$ cat src/hdl/bli_pkg.sv
// Shared types and constants for the battery LED indicator.
// Depends on nothing; used by battery_led_indicator_top.
package bli_pkg;

    // Configuration register indexes.
    localparam logic [2:0] CFG_CRITICAL_LEVEL     = 3'd0;
    localparam logic [2:0] CFG_LOW_LEVEL          = 3'd1;
    localparam logic [2:0] CFG_CRITICAL_FADE_STEP = 3'd2;
    localparam logic [2:0] CFG_LOW_FADE_STEP      = 3'd3;
    localparam logic [2:0] CFG_HOLD_TICKS         = 3'd4;
    localparam logic [2:0] CFG_BLINK_ON_TICKS     = 3'd5;

    // Charge state codes.
    localparam logic [2:0] CS_CHARGE      = 3'd0;
    localparam logic [2:0] CS_DISCHARGE   = 3'd1;
    localparam logic [2:0] CS_ERROR       = 3'd2;
    localparam logic [2:0] CS_NEAR_FULL   = 3'd3;
    localparam logic [2:0] CS_IDLE        = 3'd4;
    localparam logic [2:0] CS_FORCED_IDLE = 3'd5;

    // Request kinds carried on tuser.
    localparam logic REQ_STATUS = 1'b0;
    localparam logic REQ_PULSE  = 1'b1;

    // Field widths and duty constants.
    localparam int DUTY_W  = 7;
    localparam int HOLD_W  = 4;
    localparam int BLINK_W = 5;
    localparam int COUNT_W = 32;
    localparam logic [DUTY_W-1:0] FULL_DUTY = 7'd100;
    localparam logic [DUTY_W-1:0] ZERO_DUTY = 7'd0;

    // One result: the duty of both colours.
    typedef struct packed {
        logic [DUTY_W-1:0] amber;
        logic [DUTY_W-1:0] white;
    } duty_pair_t;

endpackage

$ cat src/hdl/battery_led_indicator_top.sv
// Battery LED indicator: one-stage update of LED duties per status or pulse request.
// Depends on bli_pkg for codes, widths and the duty pair type.
//
// Usage:
//   Requests arrive on the s_ channel. s_tuser selects a slow status tick (0) or
//   a fast pulse tick (1); s_tdata carries charge state, battery percent and the
//   auto-enable bit. A request that drives the LED gives one result on the m_
//   channel with the white and amber duty in percent; other requests give none.
//   Each request is held in an input register, evaluated against the pulse and
//   tick state, and its result lands in the output register, which drives m_tvalid.
//   One request is taken every cycle while the output register is free or being
//   drained, or while the held request gives no result.
//   The blink phase runs in its own small counter beside the 32-bit tick count,
//   so no divider sits in the update path.
//   When the receiver stalls, the waiting result holds and the input register
//   keeps its request; requests that produce no result still pass through.
//   s_tready then falls once both registers are occupied. Reset (aresetn low at a
//   clock edge) clears the pulse state, the tick count, both valid flags, and
//   loads the configuration defaults. The user must write configuration through
//   cfg_wr_en, cfg_addr and cfg_wr_data only while idle; the block does not check.
module battery_led_indicator_top #(
    parameter int BLINK_PERIOD = 4
) (
    input  logic        aclk,
    input  logic        aresetn,
    // Request channel.
    input  logic        s_tvalid,
    output logic        s_tready,
    input  logic [15:0] s_tdata,  // [2:0] chg_mode, [9:3] battery_percent,
                                  // [10] auto_enabled, [15:11] zero
    input  logic        s_tuser,  // [0] req_type
    // Result channel.
    output logic        m_tvalid,
    input  logic        m_tready,
    output logic [15:0] m_tdata,  // [6:0] white_duty, [13:7] amber_duty, [15:14] zero
    // Configuration port.
    input  logic        cfg_wr_en,
    input  logic [2:0]  cfg_addr,
    input  logic [6:0]  cfg_wr_data
);

    localparam int PH_W = (BLINK_PERIOD > 2) ? $clog2(BLINK_PERIOD) : 1;
    localparam logic [PH_W-1:0] PH_LAST = PH_W'(BLINK_PERIOD - 1);

    // Configuration registers.
    logic [bli_pkg::DUTY_W-1:0]  critical_level_reg;
    logic [bli_pkg::DUTY_W-1:0]  low_level_reg;
    logic [bli_pkg::DUTY_W-1:0]  critical_fade_step_reg;
    logic [bli_pkg::DUTY_W-1:0]  low_fade_step_reg;
    logic [bli_pkg::HOLD_W-1:0]  hold_ticks_reg;
    logic [bli_pkg::BLINK_W-1:0] blink_on_ticks_reg;

    // Input register.
    logic                       in_valid_reg;
    logic                       in_req_reg;
    logic [2:0]                 in_cs_reg;
    logic [bli_pkg::DUTY_W-1:0] in_pct_reg;
    logic                       in_auto_reg;

    // Indicator state.
    logic [bli_pkg::COUNT_W-1:0] count_reg, count_next;
    logic [PH_W-1:0]             phase_reg, phase_next;
    logic                        low_armed_reg, low_armed_next;
    logic                        critical_armed_reg, critical_armed_next;
    logic                        running_reg, running_next;
    logic [bli_pkg::DUTY_W-1:0]  duty_reg, duty_next;
    logic [bli_pkg::DUTY_W-1:0]  step_reg, step_next;
    logic [bli_pkg::HOLD_W-1:0]  hold_left_reg, hold_left_next;

    // Output register.
    logic                m_valid_reg;
    bli_pkg::duty_pair_t m_duty_reg;

    // Evaluation results.
    logic                res_valid;
    bli_pkg::duty_pair_t res_duty;
    logic                advance;

    // The request in the input register moves on when its result has room.
    assign advance  = in_valid_reg && (!res_valid || !m_valid_reg || m_tready);
    assign s_tready = !in_valid_reg || advance;

    assign m_tvalid = m_valid_reg;
    assign m_tdata  = {2'b00, m_duty_reg.amber, m_duty_reg.white};

    // Configuration writes.
    always_ff @(posedge aclk) begin
        if (!aresetn) begin
            critical_level_reg     <= 7'd5;
            low_level_reg          <= 7'd8;
            critical_fade_step_reg <= 7'd7;
            low_fade_step_reg      <= 7'd3;
            hold_ticks_reg         <= 4'd5;
            blink_on_ticks_reg     <= 5'd2;
        end else if (cfg_wr_en) begin
            unique case (cfg_addr)
                bli_pkg::CFG_CRITICAL_LEVEL:     critical_level_reg     <= cfg_wr_data;
                bli_pkg::CFG_LOW_LEVEL:          low_level_reg          <= cfg_wr_data;
                bli_pkg::CFG_CRITICAL_FADE_STEP: critical_fade_step_reg <= cfg_wr_data;
                bli_pkg::CFG_LOW_FADE_STEP:      low_fade_step_reg      <= cfg_wr_data;
                bli_pkg::CFG_HOLD_TICKS:         hold_ticks_reg <= cfg_wr_data[3:0];
                bli_pkg::CFG_BLINK_ON_TICKS:     blink_on_ticks_reg <= cfg_wr_data[4:0];
                default: ;
            endcase
        end
    end

    // Input register: capture a request whenever the stage is free.
    always_ff @(posedge aclk) begin
        if (!aresetn) begin
            in_valid_reg <= 1'b0;
        end else if (s_tready) begin
            in_valid_reg <= s_tvalid;
        end
    end

    always_ff @(posedge aclk) begin
        if (s_tready && s_tvalid) begin
            in_req_reg  <= s_tuser;
            in_cs_reg   <= s_tdata[2:0];
            in_pct_reg  <= s_tdata[9:3];
            in_auto_reg <= s_tdata[10];
        end
    end

    // One-pass evaluation of the request against the indicator state.
    always_comb begin
        logic [bli_pkg::COUNT_W-1:0] cnt_inc;
        logic [PH_W-1:0]             ph_inc;
        logic                        lit_blink;

        cnt_inc = count_reg + 32'd1;
        // The phase follows the count modulo the blink period, and restarts when
        // the count wraps to zero.
        if (&count_reg) begin
            ph_inc = '0;
        end else if (phase_reg == PH_LAST) begin
            ph_inc = '0;
        end else begin
            ph_inc = phase_reg + PH_W'(1);
        end
        lit_blink = (bli_pkg::BLINK_W'(ph_inc) < blink_on_ticks_reg);

        count_next          = count_reg;
        phase_next          = phase_reg;
        low_armed_next      = low_armed_reg;
        critical_armed_next = critical_armed_reg;
        running_next        = running_reg;
        duty_next           = duty_reg;
        step_next           = step_reg;
        hold_left_next      = hold_left_reg;
        res_valid           = 1'b0;
        res_duty.white      = bli_pkg::ZERO_DUTY;
        res_duty.amber      = bli_pkg::ZERO_DUTY;

        if (in_req_reg == bli_pkg::REQ_PULSE) begin
            // Pulse tick: jump to full duty, hold, then fade.
            priority if (!running_reg) begin
                res_valid = 1'b0;
            end else if (hold_left_reg != '0) begin
                hold_left_next = hold_left_reg - 4'd1;
            end else if (!in_auto_reg) begin
                res_valid = 1'b0;
            end else if (duty_reg == bli_pkg::ZERO_DUTY) begin
                duty_next      = bli_pkg::FULL_DUTY;
                hold_left_next = (hold_ticks_reg != '0) ? hold_ticks_reg - 4'd1 : 4'd0;
                res_valid      = 1'b1;
                res_duty.amber = bli_pkg::FULL_DUTY;
            end else if (step_reg > duty_reg) begin
                duty_next      = bli_pkg::ZERO_DUTY;
                res_valid      = 1'b1;
                res_duty.amber = bli_pkg::ZERO_DUTY;
            end else begin
                duty_next      = duty_reg - step_reg;
                res_valid      = 1'b1;
                res_duty.amber = duty_reg - step_reg;
            end
        end else begin
            // Status tick: advance the count, then pick the colour.
            count_next = cnt_inc;
            phase_next = ph_inc;
            unique case (in_cs_reg)
                bli_pkg::CS_CHARGE: begin
                    res_valid      = in_auto_reg;
                    res_duty.amber = bli_pkg::FULL_DUTY;
                end
                bli_pkg::CS_DISCHARGE: begin
                    if (!in_auto_reg) begin
                        low_armed_next      = 1'b0;
                        critical_armed_next = 1'b0;
                        running_next        = 1'b0;
                    end else if (in_pct_reg <= critical_level_reg && !critical_armed_reg) begin
                        low_armed_next      = 1'b0;
                        critical_armed_next = 1'b1;
                        step_next           = critical_fade_step_reg;
                        duty_next           = bli_pkg::ZERO_DUTY;
                        hold_left_next      = '0;
                        running_next        = 1'b1;
                    end else if (in_pct_reg <= low_level_reg
                                 && in_pct_reg > critical_level_reg && !low_armed_reg) begin
                        critical_armed_next = 1'b0;
                        low_armed_next      = 1'b1;
                        step_next           = low_fade_step_reg;
                        duty_next           = bli_pkg::ZERO_DUTY;
                        hold_left_next      = '0;
                        running_next        = 1'b1;
                    end else if (in_pct_reg > low_level_reg
                                 && !critical_armed_reg && !low_armed_reg) begin
                        running_next = 1'b0;
                        res_valid    = 1'b1;
                    end
                end
                bli_pkg::CS_ERROR: begin
                    res_valid      = in_auto_reg;
                    res_duty.amber = cnt_inc[0] ? bli_pkg::FULL_DUTY : bli_pkg::ZERO_DUTY;
                end
                bli_pkg::CS_NEAR_FULL, bli_pkg::CS_IDLE: begin
                    res_valid      = in_auto_reg;
                    res_duty.white = bli_pkg::FULL_DUTY;
                end
                bli_pkg::CS_FORCED_IDLE: begin
                    res_valid      = in_auto_reg;
                    res_duty.amber = lit_blink ? bli_pkg::FULL_DUTY : bli_pkg::ZERO_DUTY;
                end
                default: ;
            endcase
            // Any state but discharge disarms the pulse.
            if (in_cs_reg != bli_pkg::CS_DISCHARGE) begin
                low_armed_next      = 1'b0;
                critical_armed_next = 1'b0;
                running_next        = 1'b0;
            end
        end
    end

    // State update as the request leaves the input register.
    always_ff @(posedge aclk) begin
        if (!aresetn) begin
            count_reg          <= '0;
            phase_reg          <= '0;
            low_armed_reg      <= 1'b0;
            critical_armed_reg <= 1'b0;
            running_reg        <= 1'b0;
            duty_reg           <= '0;
            step_reg           <= '0;
            hold_left_reg      <= '0;
        end else if (advance) begin
            count_reg          <= count_next;
            phase_reg          <= phase_next;
            low_armed_reg      <= low_armed_next;
            critical_armed_reg <= critical_armed_next;
            running_reg        <= running_next;
            duty_reg           <= duty_next;
            step_reg           <= step_next;
            hold_left_reg      <= hold_left_next;
        end
    end

    // Output register: load a new result, or drain the one that was taken.
    always_ff @(posedge aclk) begin
        if (!aresetn) begin
            m_valid_reg <= 1'b0;
        end else if (advance && res_valid) begin
            m_valid_reg <= 1'b1;
        end else if (m_tready) begin
            m_valid_reg <= 1'b0;
        end
    end

    always_ff @(posedge aclk) begin
        if (advance && res_valid) begin
            m_duty_reg <= res_duty;
        end
    end

    // Only one of the two pulse kinds may be armed at a time.
    a_armed_exclusive: assert property (@(posedge aclk) disable iff (!aresetn)
        !(low_armed_reg && critical_armed_reg))
        else $error("low and critical pulse armed together");

    // An armed pulse is always running.
    a_armed_running: assert property (@(posedge aclk) disable iff (!aresetn)
        (low_armed_reg || critical_armed_reg) |-> running_reg)
        else $error("pulse armed but not running");

    // The pulse duty never exceeds full duty.
    a_duty_range: assert property (@(posedge aclk) disable iff (!aresetn)
        duty_reg <= bli_pkg::FULL_DUTY)
        else $error("pulse duty above full");

    // The blink phase stays inside the blink period.
    a_phase_range: assert property (@(posedge aclk) disable iff (!aresetn)
        phase_reg <= PH_LAST)
        else $error("blink phase out of range");

    // A held request only waits behind a result that is stalled.
    a_stall_cause: assert property (@(posedge aclk) disable iff (!aresetn)
        (in_valid_reg && !advance) |-> (m_valid_reg && !m_tready && res_valid))
        else $error("input register stalled without a blocked result");

endmodule
$ cat config.mk
export PLATFORM = sky130hd
export DESIGN_NAME = battery_led_indicator_top
export DESIGN_NICKNAME = d
export VERILOG_FILES = /design/src/hdl/bli_pkg.sv /design/src/hdl/battery_led_indicator_top.sv
export SDC_FILE = /design/constraint.sdc
export NUM_CORES = 1
export LEC_CHECK = 0
export BUFFER_PORTS_ARGS = -buffer_cell sky130_fd_sc_hd__clkbuf_2
export CAP_MARGIN = 20
export CELL_PAD_IN_SITES_DETAIL_PLACEMENT = 0
export CELL_PAD_IN_SITES_GLOBAL_PLACEMENT = 1
export CORE_UTILIZATION = 50
export DETAILED_ROUTE_END_ITERATION = 6
export HOLD_SLACK_MARGIN = 0.06
export PLACE_DENSITY_LB_ADDON = 0.15
export SLEW_MARGIN = 20
export SYNTH_ARGS = -nofsm -noshare
export SYNTH_HDL_FRONTEND = slang
export SYNTH_SLANG_ARGS = --single-unit
$ cat constraint.sdc
create_clock -name aclk -period 6.5 [get_ports aclk]
set_input_delay 0.65 -clock aclk [delete_from_list [all_inputs] [get_ports aclk]]
set_output_delay 0.65 -clock aclk [all_outputs]
set_load 0.02 [all_outputs]
==> qor.txt, run 1 <==
WHS Path Cells: 1
Final Hold Viols: 0
Placer Congestion: 0.811
Sum Neg Setup Slack: 0 ns
Worst hold path class: in -> reg
Hold worst-path end: in_pct_reg[6]
Post-route antenna net violation count: 0
Grt total ovfl: 0
Hpwl dp: 9740 um
Largest area contributor in the netlist: dfxtp_1
Run status: complete, no violations
Drt total wl: 13900 um
Min Tclk post-route: 3.27 ns
Maximum vdd drop: 0.143 mV
M1 GR Usage: 32.1%
Worst endpoint required time: 5.85 ns
Most frequent cells in the layout: nand2_1, dfxtp_1, clkbuf_2
RSZ-0062 raised after global routing: no
Die ar.: 12700 um^2
Crit Reg-Reg Startpoint: count_reg[6]
Worst reg2reg path depth: 9
LEAKAGE: 2.86 nW
Fin util: 58.1%
Via/cell ratio: 5.62
Mapped Area: 6110 um^2
Worst relative slew slack: 40.7%
Post-route clock period utilization: 50.3%
Final WS setup: 3.23 ns
Clock slew at reported path FFs: 0.05 ns
Fmax: 306 MHz
Count of different cell masters after synthesis: 64
Gate Count Post-Synth: 689
# rows: 40
CTS tree: yes
Starting Density: 51.1%
Crit path DAT: 2.62 ns
Initial DRC count: 220
Gr busiest metal: met2
CTS resizes: 0
# diodes: 0
Root buf cell: clkbuf_16
Synth top area cells: dfxtp_1, edfxtp_1, nand2_1
Mean post-synth cell area: 8.87 um^2
CP Max Fanout: 4
Worst slew pin tran: 0.889 ns
CTS sink cnt: 114
Layout Skew: 0.00509 ns
Synth warn: 0
Core Area: 12000 um^2
Final setup viols: 0
Ys async rst share: 0%
Fin. max-slew vios: 0
TritonRoute pass-1 iters: 5
GR Layer Usage met2: 37.1%
Overall Global Routing Usage: 23.7%
Post-CTS Repair Setup Buffers: 0
FF+latch count, synth: 114
Top Ports: 50
Post-synth top area share: 30.8%
Worst R2R End: m_tdata[9]
Max Buffers Root-to-Sink: 2
PnR Total Power: 1.81 mW
Max reg flops: 32
Die H: 113 um
Setup WS pre-CTS: 3.04 ns
PD cells: 261 nW/um^2
Port Buf Inserts: 38
Remaining DRCs: 0
Max-Cap Viols: 0
Hold path start: s_tdata[9]
Flop2flop setup slack: 3.26 ns
CTS Buf Count: 17
Type of origin of the critical path: flip-flop
First-pass GRT wire length: 23300 um
Crit path capture type: output pin
Vias in the first global route: 4756
Clock latency on the worst-skew pair: 0.41 ns
DIE WIDTH: 113 um
Layout cell share with drive strength beyond 1: 12.2%
Sequential-to-total area share from yosys stat: 40.6%
DR vias: 4930
Pin count of the biggest net entering global routing: 92
Initial antenna violation count: 0
NumNets Final: 778
Crit Path Category: reg -> out
Hold_buf cts: 0
Synthesis-to-finish area growth: 13.6%
Top_reg_cell synth: dfxtp_1
Met3 Resource Use GR: 4.59%
EDFF count, synth: 20
Most common cell after layout, fill and taps aside: nand2_1
Per-cell routed wire length: 15.8 um
H-tree Lvls: 4
Yosys cell counts, drive strengths merged (2+ instances only):
master	n
nand4	18
and2	13
edfxtp	20
o211ai	7
nor2b	17
dfxtp	94
o311ai	2
clkbuf	20
o31ai	4
nor4	17
mux2i	36
xor2	9
a21boi	17
a21oi	25
nor2	37
nor3	11
inv	37
o2111ai	2
o31a	2
or4	3
o22ai	7
a31oi	3
o21a	4
or3	2
o211a	7
o41ai	3
a21o	2
ha	28
o21ai	20
nor3b	3
or2	4
a31o	3
buf	17
xnor2	13
and3	6
nand2b	14
nand3b	7
and4	3
nand3	33
o32ai	2
a211oi	2
nand2	109
kinds of logic after synthesis:
group                    synth area share (%)
AND/OR/NAND/NOR                          26.0
flip-flops                               40.6
AO/OA/AOI/OAI                            12.8
buffers and inverters                    5.48
multiplexers                             5.89
adder cells (fa/ha/maj)                  6.06
XOR/XNOR                                 3.15
other                                  0.0613
critical path: stages (launching register included):
cell,delay [ns]
edfxtp_1,0.41
ha_1,0.33
nand4_2,0.13
a21oi_1,0.38
nor2_1,0.13
o31ai_1,0.28
a31o_2,0.23
nand3_1,0.12
clkbuf_2,0.19
metrics by stage:
| step | instances | hold WS (ns) | instance area (um^2) |
|---|---|---|---|
| 2_1_floorplan | 694 | 0.436 | 6130 |
| 3_3_place_gp | 845 | 0.443 | 6330 |
| 3_5_place_dp | 845 | 0.460 | 6330 |
| 4_1_cts | 877 | 0.391 | 6950 |
| 5_1_grt | 877 | 0.399 | 6950 |
| 6_report | 877 | 0.411 | 6950 |
layout make-up:
cell class / count / area [um^2]
fillers: 1061 / 5010
flip-flops and latches: 114 / 2480
clock inverters: 10 / 129
well taps: 147 / 184
multi-input cells: 506 / 3310
repair buffers: 41 / 213
clock buffers: 22 / 485
inverters: 37 / 139
report_power, final:
| part | internal (mW) | switching [mW] | total, mW |
|---|---|---|---|
| clock | 0.641 | 0.317 | 0.958 |
| combinational | 0.0384 | 0.0703 | 0.109 |
| sequential | 0.733 | 0.0108 | 0.743 |
metal layers:
| metal | vias to the layer above | wire (um) |
|---|---|---|
| li1 | 2473 | - |
| met1 | 2314 | 6820 |
| met2 | 123 | 6320 |
| met3 | 20 | 510 |
| met4 | 0 | 238 |
| met5 | - | 0 |
worst max-delay path by stage:
stage / start / end / slack [ns] / depth (start not counted)
floorplan: in_pct_reg[6] / in_auto_reg / 3.90 / 7
global placement: aresetn / hold_left_reg[2] / 3.11 / 8
detailed placement: aresetn / hold_left_reg[2] / 3.04 / 8
CTS: in_pct_reg[5] / s_tready / 3.24 / 8
global route: count_reg[6] / m_tdata[9] / 2.94 / 9
finish: in_pct_reg[5] / s_tready / 3.23 / 8
Note: power is estimated with default switching activity, not from simulation.
==> run 2, diff against run 1 <==
- CORE_UTILIZATION: 50 -> 42
- clock period: 6.5 -> 2.8 ns (I/O delays scaled with it)
==> run 2 against run 1 <==
- register-to-register slack got worse by 3.1 ns
- die area increased by 19%
- sequential share of layout area decreased by 2.0 points
- non-clock buffer count increased by 33
- hold slack got worse by 0.30 ns
- largest cell class unchanged
- highest routed layer unchanged
==> qor.txt, run 2 (synthesis gave the netlist of run 1 again) <==
Initial antenna violation count: 0 (unchanged)
Maximum vdd drop: 0.398 mV (+180%)
H-tree Lvls: 4 (unchanged)
Register area: 2480 um^2 (unchanged)
Crit path DAT: 2.46 ns (-0.16 ns)
TritonRoute pass-1 iters: 5 (unchanged)
Crit path from: in_pct_reg[5]
Min Tclk post-route: 2.74 ns
Crit Path Category: reg -> out
Pin count of the biggest net entering global routing: 91 (-1.1%)
Hold path start: s_tvalid
Post-route clock period utilization: 97.7%
Worst endpoint required time: 2.52 ns (-3.33 ns)
CTS Buf Count: 17 (unchanged)
CTS sink cnt: 114 (unchanged)
Port Buf Inserts: 38 (unchanged)
Layout fillers: 1322 (+25%)
Worst reg2reg path depth: 9 (unchanged)
Root buf cell: clkbuf_16
Fin Hold WS: 0.109 ns (-0.302 ns)
Placed cell area: 6480 um^2 (+2.3%)
Placed insts: 892 (+5.6%)
Multi-input gate area: 3420 um^2 (+3.2%)
First-pass GRT wire length: 24000 um (+3.1%)
Initial DRC count: 345 (+57%)
Worst relative slew slack: 41.6% (+0.91 points)
Final Hold Viols: 0 (unchanged)
Layout cell share with drive strength beyond 1: 16.1% (+3.9 points)
RSZ-0062 raised after global routing: yes
NumNets Final: 811 (+4.2%)
Via/cell ratio: 5.38 (-4.2%)
Most common cell after layout, fill and taps aside: nand2_1
Remaining DRCs: 0 (unchanged)
Core Area: 14000 um^2 (+17%)
Vias in the first global route: 4817 (+1.3%)
Worst hold path class: in -> reg
Most frequent cells in the layout: nand2_1, dfxtp_1, inv_1, clkbuf_2, mux2i_1
Grt total ovfl: 0 (unchanged)
Post-route antenna net violation count: 0 (unchanged)
Non-filler cells, final: 943 (+7.5%)
Run status: complete, no violations
Synthesis-to-finish area growth: 20.4%
Max reg flops: 32 (unchanged)
Max-Cap Viols: 0 (unchanged)
Die ar.: 15000 um^2 (+19%)
Fmax: 366 MHz
# rows: 43 (+7.5%)
Final setup viols: 0 (unchanged)
Fin util: 52.4% (-5.7 points)
Overall Global Routing Usage: 21.0% (-2.7 points)
Layout Skew: 0.00627 ns (+0.00118 ns)
Per-cell routed wire length: 15.5 um (-2.4%)
LEAKAGE: 3.00 nW (+5.0%)
Cell area after layout: 7360 um^2 (+5.9%)
Drt total wl: 14600 um (+5.0%)
WHS Path Cells: 3 (+2)
Die H: 123 um (+8.9%)
Clock slew at reported path FFs: 0.05 ns (about the same)
Starting Density: 43.5% (-7.6 points)
Crit path capture type: output pin
Hpwl dp: 10200 um (+4.8%)
Clock latency on the worst-skew pair: 0.42 ns (about the same)
DIE WIDTH: 123 um (+8.9%)
Placer Congestion: 0.813 (+0.35%)
Crit Reg-Reg Startpoint: in_pct_reg[5]
Worst slew pin tran: 0.876 ns (-0.0127 ns)
CTS tree: yes
Max Buffers Root-to-Sink: 2 (unchanged)
# diodes: 0 (unchanged)
Type of origin of the critical path: flip-flop
DR vias: 5076 (+3.0%)
PD cells: 566 nW/um^2 (+120%)
Fin. max-slew vios: 0 (unchanged)
CP Max Fanout: 4 (unchanged)
Top Ports: 50 (unchanged)
==> run 2: through the flow <==
stage	setup WS [ns]	power, mW	TNS [ns]
detailed placement	0.0333	2.02	0
finish	0.0645	4.17	0
global placement	-0.0231	2.01	-0.0376
floorplan	0.200	1.94	0
global route	-0.0714	4.32	-0.0714
CTS	0.00387	4.17	0
==> run 2: worst paths after layout <==
kind | to | slack [ns]
worst max-delay path | s_tready | 0.06
worst max register to register | count_reg[27] | 0.21
worst min register to register | low_fade_step_reg[6] | 0.46
worst min-delay path | in_valid_reg | 0.11
==> run 2: power by group <==
group	switching, mW	internal [mW]
sequential	0.0267	1.70
clock	0.755	1.39
combinational	0.174	0.121
==> run 2: what timing repair did <==
| item | CTS | global route |
|---|---|---|
| setup endpoints to repair | 1 | 19 |
| hold buffers | 12 | 0 |
| pin swaps | 1 | 7 |
| hold endpoints to repair | 12 | 0 |
| buffers inserted | 0 | 7 |
| resized for setup | 2 | 18 |
==> run 2: cell type report <==
cell class              instances  area share (%)
clock buffers                  24            7.12
repair buffers                 74            6.75
clock inverters                 8           0.969
flip-flops and latches        114            33.7
multi-input cells             506            46.5
inverters                      37            1.89
well taps                     180            3.06
==> run 2: worst max-delay path, cell delays in order, from the launching register on <==
cell      delay [ns]
edfxtp_1        0.45
ha_1            0.33
nand4_1         0.19
a21oi_2         0.20
o21ai_2         0.11
o31ai_2         0.24
a31o_2          0.25
nand3_2         0.10
buf_6           0.17
==> run 2: metal layers <==
| metal | up-vias | track usage (%) | part of all wire, % |
|---|---|---|---|
| li1 | 2553 | - | - |
| met1 | 2372 | 28.5 | 48 |
| met2 | 125 | 31.4 | 45 |
| met3 | 26 | 5.07 | 4.7 |
| met4 | 0 | 9.38 | 2.2 |
| met5 | - | 0 | 0 |
==> run 3, diff against run 2 <==
- BUFFER_PORTS_ARGS: -buffer_cell sky130_fd_sc_hd__clkbuf_2 -> not set
- CORE_UTILIZATION: 42 -> 44
- DONT_BUFFER_PORTS: not set -> 1
==> run 3 against run 2 <==
- fmax is 3.0% higher
- register-to-register slack worse by 0.07 ns
- first-iteration DRC count is 10% lower
- final cell count is 3.9% lower
- sequential share of layout area is 0.77 points higher
- critical path depth is 3 higher
- via count is 2.6% lower
- global-route usage is 0.10 points higher
- core utilization is 1.3 points higher
==> qor.txt, run 3 (synthesis gave the netlist of run 1 again) <==
# rows: 42 (-2.3%)
Root buf cell: clkbuf_16
Worst hold path class: in -> reg
Placed cell area: 6290 um^2 (-2.9%)
CTS sink cnt: 114 (unchanged)
Worst slew pin tran: 0.535 ns (-0.341 ns)
Via/cell ratio: 5.46 (+1.4%)
Per-cell routed wire length: 15.7 um (+1.8%)
CP Max Fanout: 6 (+2)
Power share of the clock group: 52.2% (+0.7 points)
Drt total wl: 14300 um (-2.2%)
Placed insts: 849 (-4.8%)
Run status: complete, no violations
Remaining DRCs: 0 (unchanged)
Worst relative slew slack: 64.0% (+22 points)
First-pass GRT wire length: 23400 um (-2.6%)
Post-route antenna net violation count: 0 (unchanged)
Worst endpoint required time: 2.95 ns (+0.43 ns)
Cell area after layout: 7200 um^2 (-2.2%)
LEAKAGE: 2.88 nW (-4.0%)
H-tree Lvls: 4 (unchanged)
CTS Buf Count: 17 (unchanged)
Combinational group share of total power: 6.5% (-0.6 points)
Reg power frac: 41.3% (-0.2 points)
Sw Share: 23.0% (+0.047 points)
NumNets Final: 778 (-4.1%)
Final Hold Viols: 0 (unchanged)
Layout cell share with drive strength beyond 1: 10.1% (-6.0 points)
Maximum vdd drop: 0.387 mV (-2.9%)
Layout Skew: 0.00487 ns (-0.00139 ns)
Initial DRC count: 309 (-10%)
Die ar.: 14400 um^2 (-4.5%)
Vias in the first global route: 4630 (-3.9%)
Grt total ovfl: 0 (unchanged)
Crit path DAT: 2.81 ns (+0.35 ns)
Top Ports: 50 (unchanged)
Fin. max-slew vios: 0 (unchanged)
Clock slew at reported path FFs: 0.06 ns (about the same)
Crit path capture type: flip-flop
Final setup viols: 0 (unchanged)
Crit Path Category: reg -> reg
Starting Density: 45.6% (+2.1 points)
Placer Congestion: 0.859 (+5.6%)
Min Tclk post-route: 2.66 ns (-0.0800 ns)
Type of origin of the critical path: flip-flop
PD cells: 581 nW/um^2 (+2.6%)
RSZ-0062 raised after global routing: no
Sum Neg Setup Slack: 0 ns (unchanged)
Die H: 120 um (-2.3%)
Overall Global Routing Usage: 21.1% (+0.10 points)
Layout fillers: 1240 (-6.2%)
Most common cell after layout, fill and taps aside: nand2_1
Pin count of the biggest net entering global routing: 88 (-3.3%)
Port Buf Inserts: 0 (-100%)
Most frequent cells in the layout: nand2_1, dfxtp_1, inv_1
# diodes: 0 (unchanged)
Max reg flops: 32 (unchanged)
Max Buffers Root-to-Sink: 2 (unchanged)
Non-filler cells, final: 906 (-3.9%)
Max-Cap Viols: 0 (unchanged)
Synthesis-to-finish area growth: 17.7%
DR vias: 4946 (-2.6%)
TritonRoute pass-1 iters: 5 (unchanged)
DIE WIDTH: 120 um (-2.3%)
Switch Pwr: 961 uW (+0.58%)
Core Area: 13400 um^2 (-4.6%)
Hpwl dp: 9910 um (-2.9%)
Fmax: 377 MHz (+3.0%)
CTS tree: yes
Internal: 3.22 mW (+0.31%)
Initial antenna violation count: 0 (unchanged)
Clock latency on the worst-skew pair: 0.42 ns (about the same)
Post-route clock period utilization: 94.8% (-2.9 points)
==> run 3: repair_timing <==
| action | 4_1_cts | 5_1_grt |
|---|---|---|
| hold endpoints to repair | 95 | 0 |
| setup buffers | 0 | 1 |
| gates resized for setup | 3 | 8 |
| setup endpoints to repair | 4 | 20 |
| pin swaps | 0 | 3 |
| hold buffers | 24 | 0 |
==> run 3: final cells by class <==
type                    instances  area (um^2)  share of cell area, %
clock buffers                  21          482                   6.69
clock inverters                11          125                   1.74
inverters                      37          139                   1.93
multi-input cells             506         3350                   46.5
flip-flops and latches        114         2480                   34.5
well taps                     176          220                   3.06
repair buffers                 41          398                   5.53
==> run 3: path summary, 6_finish.rpt <==
check / start / end / slack [ns] / depth (start not counted)
setup / recovery: count_reg[25] / m_tdata[9] / 0.14 / 11
hold / removal: aresetn / hold_left_reg[2] / 0.13 / 3
setup reg to reg: count_reg[25] / m_tdata[9] / 0.14 / 11
hold reg to reg: critical_fade_step_reg[3] / critical_fade_step_reg[3] / 0.46 / 2
==> run 3: power groups by stage <==
stage | registers, mW | logic (mW) | clock network [mW]
finish | 1.73 | 0.273 | 2.18
global route | 1.73 | 0.301 | 2.31
CTS | 1.73 | 0.271 | 2.22
detailed placement | 1.76 | 0.212 | 0
global placement | 1.76 | 0.206 | 0
floorplan | 1.75 | 0.184 | 0
==> run 3: critical path, cell delays in order, from the launching register on <==
cell and delay [ns]:
dfxtp_1 0.40, and4_1 0.25, and3_1 0.21, nand3_1 0.17, nor4_4 0.34, buf_4 0.17, nor2b_1 0.06, ha_1 0.28
o211ai_1 0.08, o21ai_1 0.20, buf_4 0.15, o21ai_0 0.08
==> run 3: stage by stage <==
stage	util [%]	setup WS, ns	total power, mW	hold WS, ns
after floorplan	-	0.200	1.94	0.379
after global placement	46.9	-0.0648	1.97	0.368
after detailed placement	46.9	0.00436	1.97	0.368
after CTS	53.5	0.0197	4.22	0.121
after global routing	53.7	0.00359	4.34	0.175
final	53.7	0.144	4.18	0.133
==> run 3: metal layers <==
| metal | vias to the layer above | GRT usage (%) | wire [um] |
|---|---|---|---|
| met3 | 12 | 5.75 | 679 |
| li1 | 2487 | - | - |
| met5 | - | 0 | 0 |
| met4 | 0 | 7.58 | 191 |
| met2 | 115 | 32.4 | 6320 |
| met1 | 2332 | 28.3 | 7060 |
